File: src/hdl/stbs_pkg.sv
`timescale 1ns / 1ps

package stbs_pkg;

    localparam int DEFAULT_TABLE_DEPTH = 1024;

    localparam int COUNT_W = 11;
    localparam int MAX_COUNT = (1 << COUNT_W) - 1;
    localparam int VALUE_W = 32;
    localparam int POS_W = 11;
    localparam int MODE_W = 3;
    localparam int BOUND_W = 12;

    localparam int S_TDATA_W = 48;
    localparam int S_TUSER_W = 4;
    localparam int M_TDATA_W = 16;

    localparam logic OP_WRITE = 1'b0;
    localparam logic OP_SEARCH = 1'b1;

    localparam logic [MODE_W-1:0] MODE_EXACT = 3'd0;
    localparam logic [MODE_W-1:0] MODE_FIRST_GE = 3'd1;
    localparam logic [MODE_W-1:0] MODE_LAST_LE = 3'd2;
    localparam logic [MODE_W-1:0] MODE_FIRST_EQ = 3'd3;
    localparam logic [MODE_W-1:0] MODE_LAST_EQ = 3'd4;

    typedef struct packed {
        logic write;
        logic start;
        logic read;
        logic step;
        logic emit;
    } cmd_t;

    typedef struct packed {
        logic over;
    } stat_t;

endpackage

File: src/hdl/stbs_ctrl.sv
`timescale 1ns / 1ps

module stbs_ctrl (
    input  logic             aclk,
    input  logic             aresetn,
    input  logic             s_tvalid,
    output logic             s_tready,
    input  logic             s_op,
    output logic             m_tvalid,
    input  logic             m_tready,
    input  stbs_pkg::stat_t  stat,
    output stbs_pkg::cmd_t   cmd
);

    typedef enum logic [3:0] {
        ST_IDLE = 4'b0001,
        ST_READ = 4'b0010,
        ST_CMP  = 4'b0100,
        ST_EMIT = 4'b1000
    } state_t;

    state_t state_reg, state_next;
    logic   m_valid_reg, m_valid_next;
    logic   accept;
    logic   slot_free;

    assign s_tready  = (state_reg == ST_IDLE);
    assign accept    = s_tvalid && s_tready;
    assign slot_free = !m_valid_reg || m_tready;
    assign m_tvalid  = m_valid_reg;

    always_comb begin
        cmd        = '0;
        state_next = state_reg;
        unique case (state_reg)
            ST_IDLE: begin
                if (accept) begin
                    if (s_op == stbs_pkg::OP_SEARCH) begin
                        cmd.start  = 1'b1;
                        state_next = ST_READ;
                    end else begin
                        cmd.write = 1'b1;
                    end
                end
            end
            ST_READ: begin
                if (stat.over) begin
                    state_next = ST_EMIT;
                end else begin
                    cmd.read   = 1'b1;
                    state_next = ST_CMP;
                end
            end
            ST_CMP: begin
                cmd.step   = 1'b1;
                state_next = ST_READ;
            end
            ST_EMIT: begin
                if (slot_free) begin
                    cmd.emit   = 1'b1;
                    state_next = ST_IDLE;
                end
            end
            default: state_next = ST_IDLE;
        endcase
    end

    always_comb begin
        m_valid_next = m_valid_reg;
        if (cmd.emit) begin
            m_valid_next = 1'b1;
        end else if (m_tready) begin
            m_valid_next = 1'b0;
        end
    end

    always_ff @(posedge aclk) begin
        if (!aresetn) begin
            state_reg   <= ST_IDLE;
            m_valid_reg <= 1'b0;
        end else begin
            state_reg   <= state_next;
            m_valid_reg <= m_valid_next;
        end
    end

endmodule

File: config.mk
export PLATFORM = sky130hd
export DESIGN_NAME = stbs_ctrl
export DESIGN_NICKNAME = d
export VERILOG_FILES = /design/src/hdl/stbs_pkg.sv /design/src/hdl/stbs_ctrl.sv
export SDC_FILE = /design/constraint.sdc
export NUM_CORES = 1
export LEC_CHECK = 0
export ABC_AREA = 1
export BUFFER_PORTS_ARGS = -buffer_cell sky130_fd_sc_hd__buf_2
export CORE_AREA = 2 2 39 41
export DETAILED_ROUTE_END_ITERATION = 7
export DIE_AREA = 0 0 41 43
export SLEW_MARGIN = 15
export SYNTH_ARGS = -nofsm -noshare
export SYNTH_HDL_FRONTEND = slang
export SYNTH_SLANG_ARGS = --single-unit
File: constraint.sdc
create_clock -name aclk -period 2.5 [get_ports aclk]
set_clock_uncertainty 0.1 [all_clocks]
set_input_delay 0.375 -clock aclk [delete_from_list [all_inputs] [get_ports aclk]]
set_output_delay 0.375 -clock aclk [all_outputs]
set_load 0.1 [all_outputs]
After elaboration in Yosys (flattened, before gate mapping)
Index checks and enable logic that the tools add are counted.
- flip-flop bits (word level): 5
- bits of input ports: 6
- output and inout port bits: 7
- logic and storage cells: 30
- equal/unequal tests: 7
- muxes and demuxes: 16
- reduce and logical (&&, ||, !) cells: 5
- operators with widths (operator ; number):
    4-bit two-way mux ; 4
    4-bit one-hot mux with 4 select lines ; 1
    1-bit two-way mux ; 9
    4-bit by 1-bit equality test with 1-bit output (second input constant) ; 1
    4-bit by 2-bit equality test with 1-bit output (second input constant) ; 1
    4-bit by 3-bit equality test with 1-bit output (second input constant) ; 1
    4-bit equality test (second input constant) ; 1
    2-bit two-way mux ; 2
    2-bit by 1-bit != test with 1-bit output (second input constant) ; 2
    3-bit AND reduction ; 1
    2-bit != test (second input constant) ; 1
    2-bit nonzero test ; 1
    1-bit logical AND ; 1
    1-bit logical NOT ; 1
    1-bit logical OR ; 1

Longest topological paths before layout
- depth after elaboration: 5
- mapped depth: 6
- depth with buffers taken out: 6

Worst setup path after synthesis
No wires, ideal clock.
- kind: reg2out
- start: reg state_reg[1]
- end: out cmd[3] (netlist name)
- arrival: 2.407 ns
- data required time: 2.025 ns
- setup slack: -0.382 ns
- stages on the path, launching flop included: 6
- path buffers: 0
- path through: dfxtp_1 > inv_2 > nand2_2 > nor2_4 > nand2_1 > nor2_1
- RTL lines (what ; RTL line ; text):
    start, declared ; stbs_ctrl.sv:22 ; state_t state_reg, state_next;
    start signal, assigned ; stbs_ctrl.sv:82 ; state_reg <= state_next;
    end, declared ; stbs_ctrl.sv:12 ; output stbs_pkg::cmd_t cmd

==> results.yml <==
status:
  status: "completed"
setup_path:
  arrival_ns: 1.44
  r2r_end: "state_reg[0]"
  r2r_start: "m_tvalid"
  r2r_cells: 5
  cp.required_ns: 2.03
  cp-end-kind: "output pin"
  critical_path_class: "register to output pin"
  crit_fanout: 4
  start_kind: "register"
  r2r_setup_slack_ns: 1.41
timing:
  layout_setup_ws_ns: 0.581
  clock.fmax_ghz: 0.521
  whs_ns: 0.230
  setup_viol: 0
  worst_pin_slew_ns: 0.484
  finalHoldViolations: 0
  fin_crit_sh_pct: 76.8
  rsz0062_at_grt: "false"
  post-route-min-period_ns: 1.92
  drv_slew: 0
  relSlewSlack_pct: 67.9
cts:
  cts_tree: "built"
  h-tree-depth: 1
  cts_sinks: 5
  cts-root-buf: "clkbuf_4"
  clock_path_buffers: 2
  holdBufCountCts: 0
  post-cts-setup-buffer-count: 0
  cts-buffers-inserted: 3
  path_clk_slew_ns: 0.04
  cts_resized: 0
  clk_latency_ns: 0.24
final_layout:
  drive_above_1_share_pct: 39.7
  diodes: 0
  largest_reg_flops: 4
  area_growth_pct: 30.4
  final_cell_area_um2: 392
  nNetsFinal: 65
  nFillCells: 159
floorplanning:
  io_pins: 13
  core_um2: 1380
  num_rows: 14
  die_y_um: 43
  initial_core_util_pct: 21.7
  dieArea_um2: 1760
  die_width_um: 41
logic_synthesis:
  netlist_area_um2: 300
  yosysSeqAreaShare_pct: 33.3
  netlist_instances: 44
  synth.ff_latch_count: 5
  ys_warn_count: 0
  synth_fp_nets: 50
  synth_area_per_cell_um2: 6.82
  synth.distinct_cells: 14
drt:
  drt_iter0_markers: 4
  drc: 0
  viasPerCell: 4.00
  wl_per_cell_um: 7.84
  num_vias: 296
  drt.antenna.violating_nets: 0
  drt_first_pass_iters: 3
  wl_um: 580
pwr:
  pwr-share-clk_pct: 24.4
  sw_frac_of_total_pct: 50.3
  p_leak_uw: 0.000199
  comb_power_share_pct: 50.2
  peakVddDrop_v: 0.000375
  power.total_uw: 385
  switching_power_uw: 194
  p_int_uw: 192
  sequentialPowerShare_pct: 25.4
  power_density_nw_per_um2: 984
worst_hold_path:
  hold_path_depth: 2
  worstHoldStart: "stat"
  hold_class: "primary input to register"
  min_to: "state_reg[2]"
place:
  portBuffers: 12
  gp_congestion: 0.742
  dp_hpwl_um: 506
  placed_area_um2: 365
  place_ws_ns: 0.821
global_route:
  grt_overflow_total: 0
  grt_pass1_wl_um: 869
  grt_max_degree: 5
  grtUsageTotal_pct: 7.34
  grt_pass1_vias: 238
  grt_antenna_before_repair: 0
flow_run:
  max_cap_viol_count: 0
how the worst max path moves through the flow:
stage / start / endpoint / slack, ns
6_report: state_reg[1] / cmd[3] / 0.58
5_1_grt: state_reg[3] / cmd[2] / 0.48
4_1_cts: state_reg[1] / cmd[3] / 0.56
3_5_place_dp: state_reg[1] / cmd[3] / 0.82
3_3_place_gp: state_reg[1] / cmd[3] / 0.84
2_1_floorplan: state_reg[1] / cmd[3] / -0.38
routing by layer:
| layer | vias to the layer above | part of all wire, % | global-route usage [%] |
|---|---|---|---|
| met3 | 0 | 5.9 | 3.14 |
| li1 | 160 | - | - |
| met2 | 7 | 47 | 8.75 |
| met1 | 129 | 47 | 10.7 |
| met5 | - | 0 | 0 |
| met4 | 0 | 0 | 4.00 |
placed cells by master, fill, tap and decap left out, drive strengths merged:
cell / instances
a21oi: 1
buf: 12
clkbuf: 4
dfxtp: 5
inv: 8
nand2: 9
nand3: 4
nand4: 1
nor2: 12
nor3: 2
through the flow:
| step | cells | util [%] | setup TNS, ns |
|---|---|---|---|
| after global placement | 70 | 26.4 | 0 |
| final | 74 | 28.3 | 0 |
| after CTS | 74 | 28.3 | 0 |
| after floorplan | 44 | - | -0.764 |
| after detailed placement | 70 | 26.4 | 0 |
| after global routing | 74 | 28.3 | 0 |
power groups by stage:
stage          sequential, uW  combinational [uW]  clock, uW
3_5_place_dp             99.5                 196          0
6_report                 97.9                 194       93.9
2_1_floorplan            98.5                 169          0
4_1_cts                  98.0                 196       97.5
3_3_place_gp             99.0                 194          0
5_1_grt                  99.0                 206        101
cells by family (layout without fill, tap and decap cells):
group,count (synthesis),after routing,share of synthesized area [%]
buf+inv,10,24,15.0
flops,5,5,33.3
simple gates,28,28,50.0
compound gates,1,1,1.67
cell usage after synthesis, drive strengths merged:
cell    n  area (um^2)
inv     8         30.0
nor3    2         15.0
buf     2         15.0
nand4   1         6.26
nor2   12         70.1
a21oi   1         5.00
dfxtp   5          100
nand2   9         38.8
nand3   4         20.0
cell type report:
class | count | area (um^2) | area share (%)
tap | 16 | 20.0 | 5.11
clock buffer | 4 | 26.3 | 6.71
sequential | 5 | 100 | 25.6
inverter | 8 | 30.0 | 7.67
timing repair buffer | 12 | 60.1 | 15.3
multi-input combinational | 29 | 155 | 39.6
critical path, cell delays in order, from the launching register on:
cell and delay, ns:
dfxtp_1 0.33, inv_2 0.07, nand2_2 0.05, nor2_4 0.16, nand2_1 0.08, nor2_1 0.09
buf_2 0.43
No activity file was read; power rests on OpenSTA's default activity.
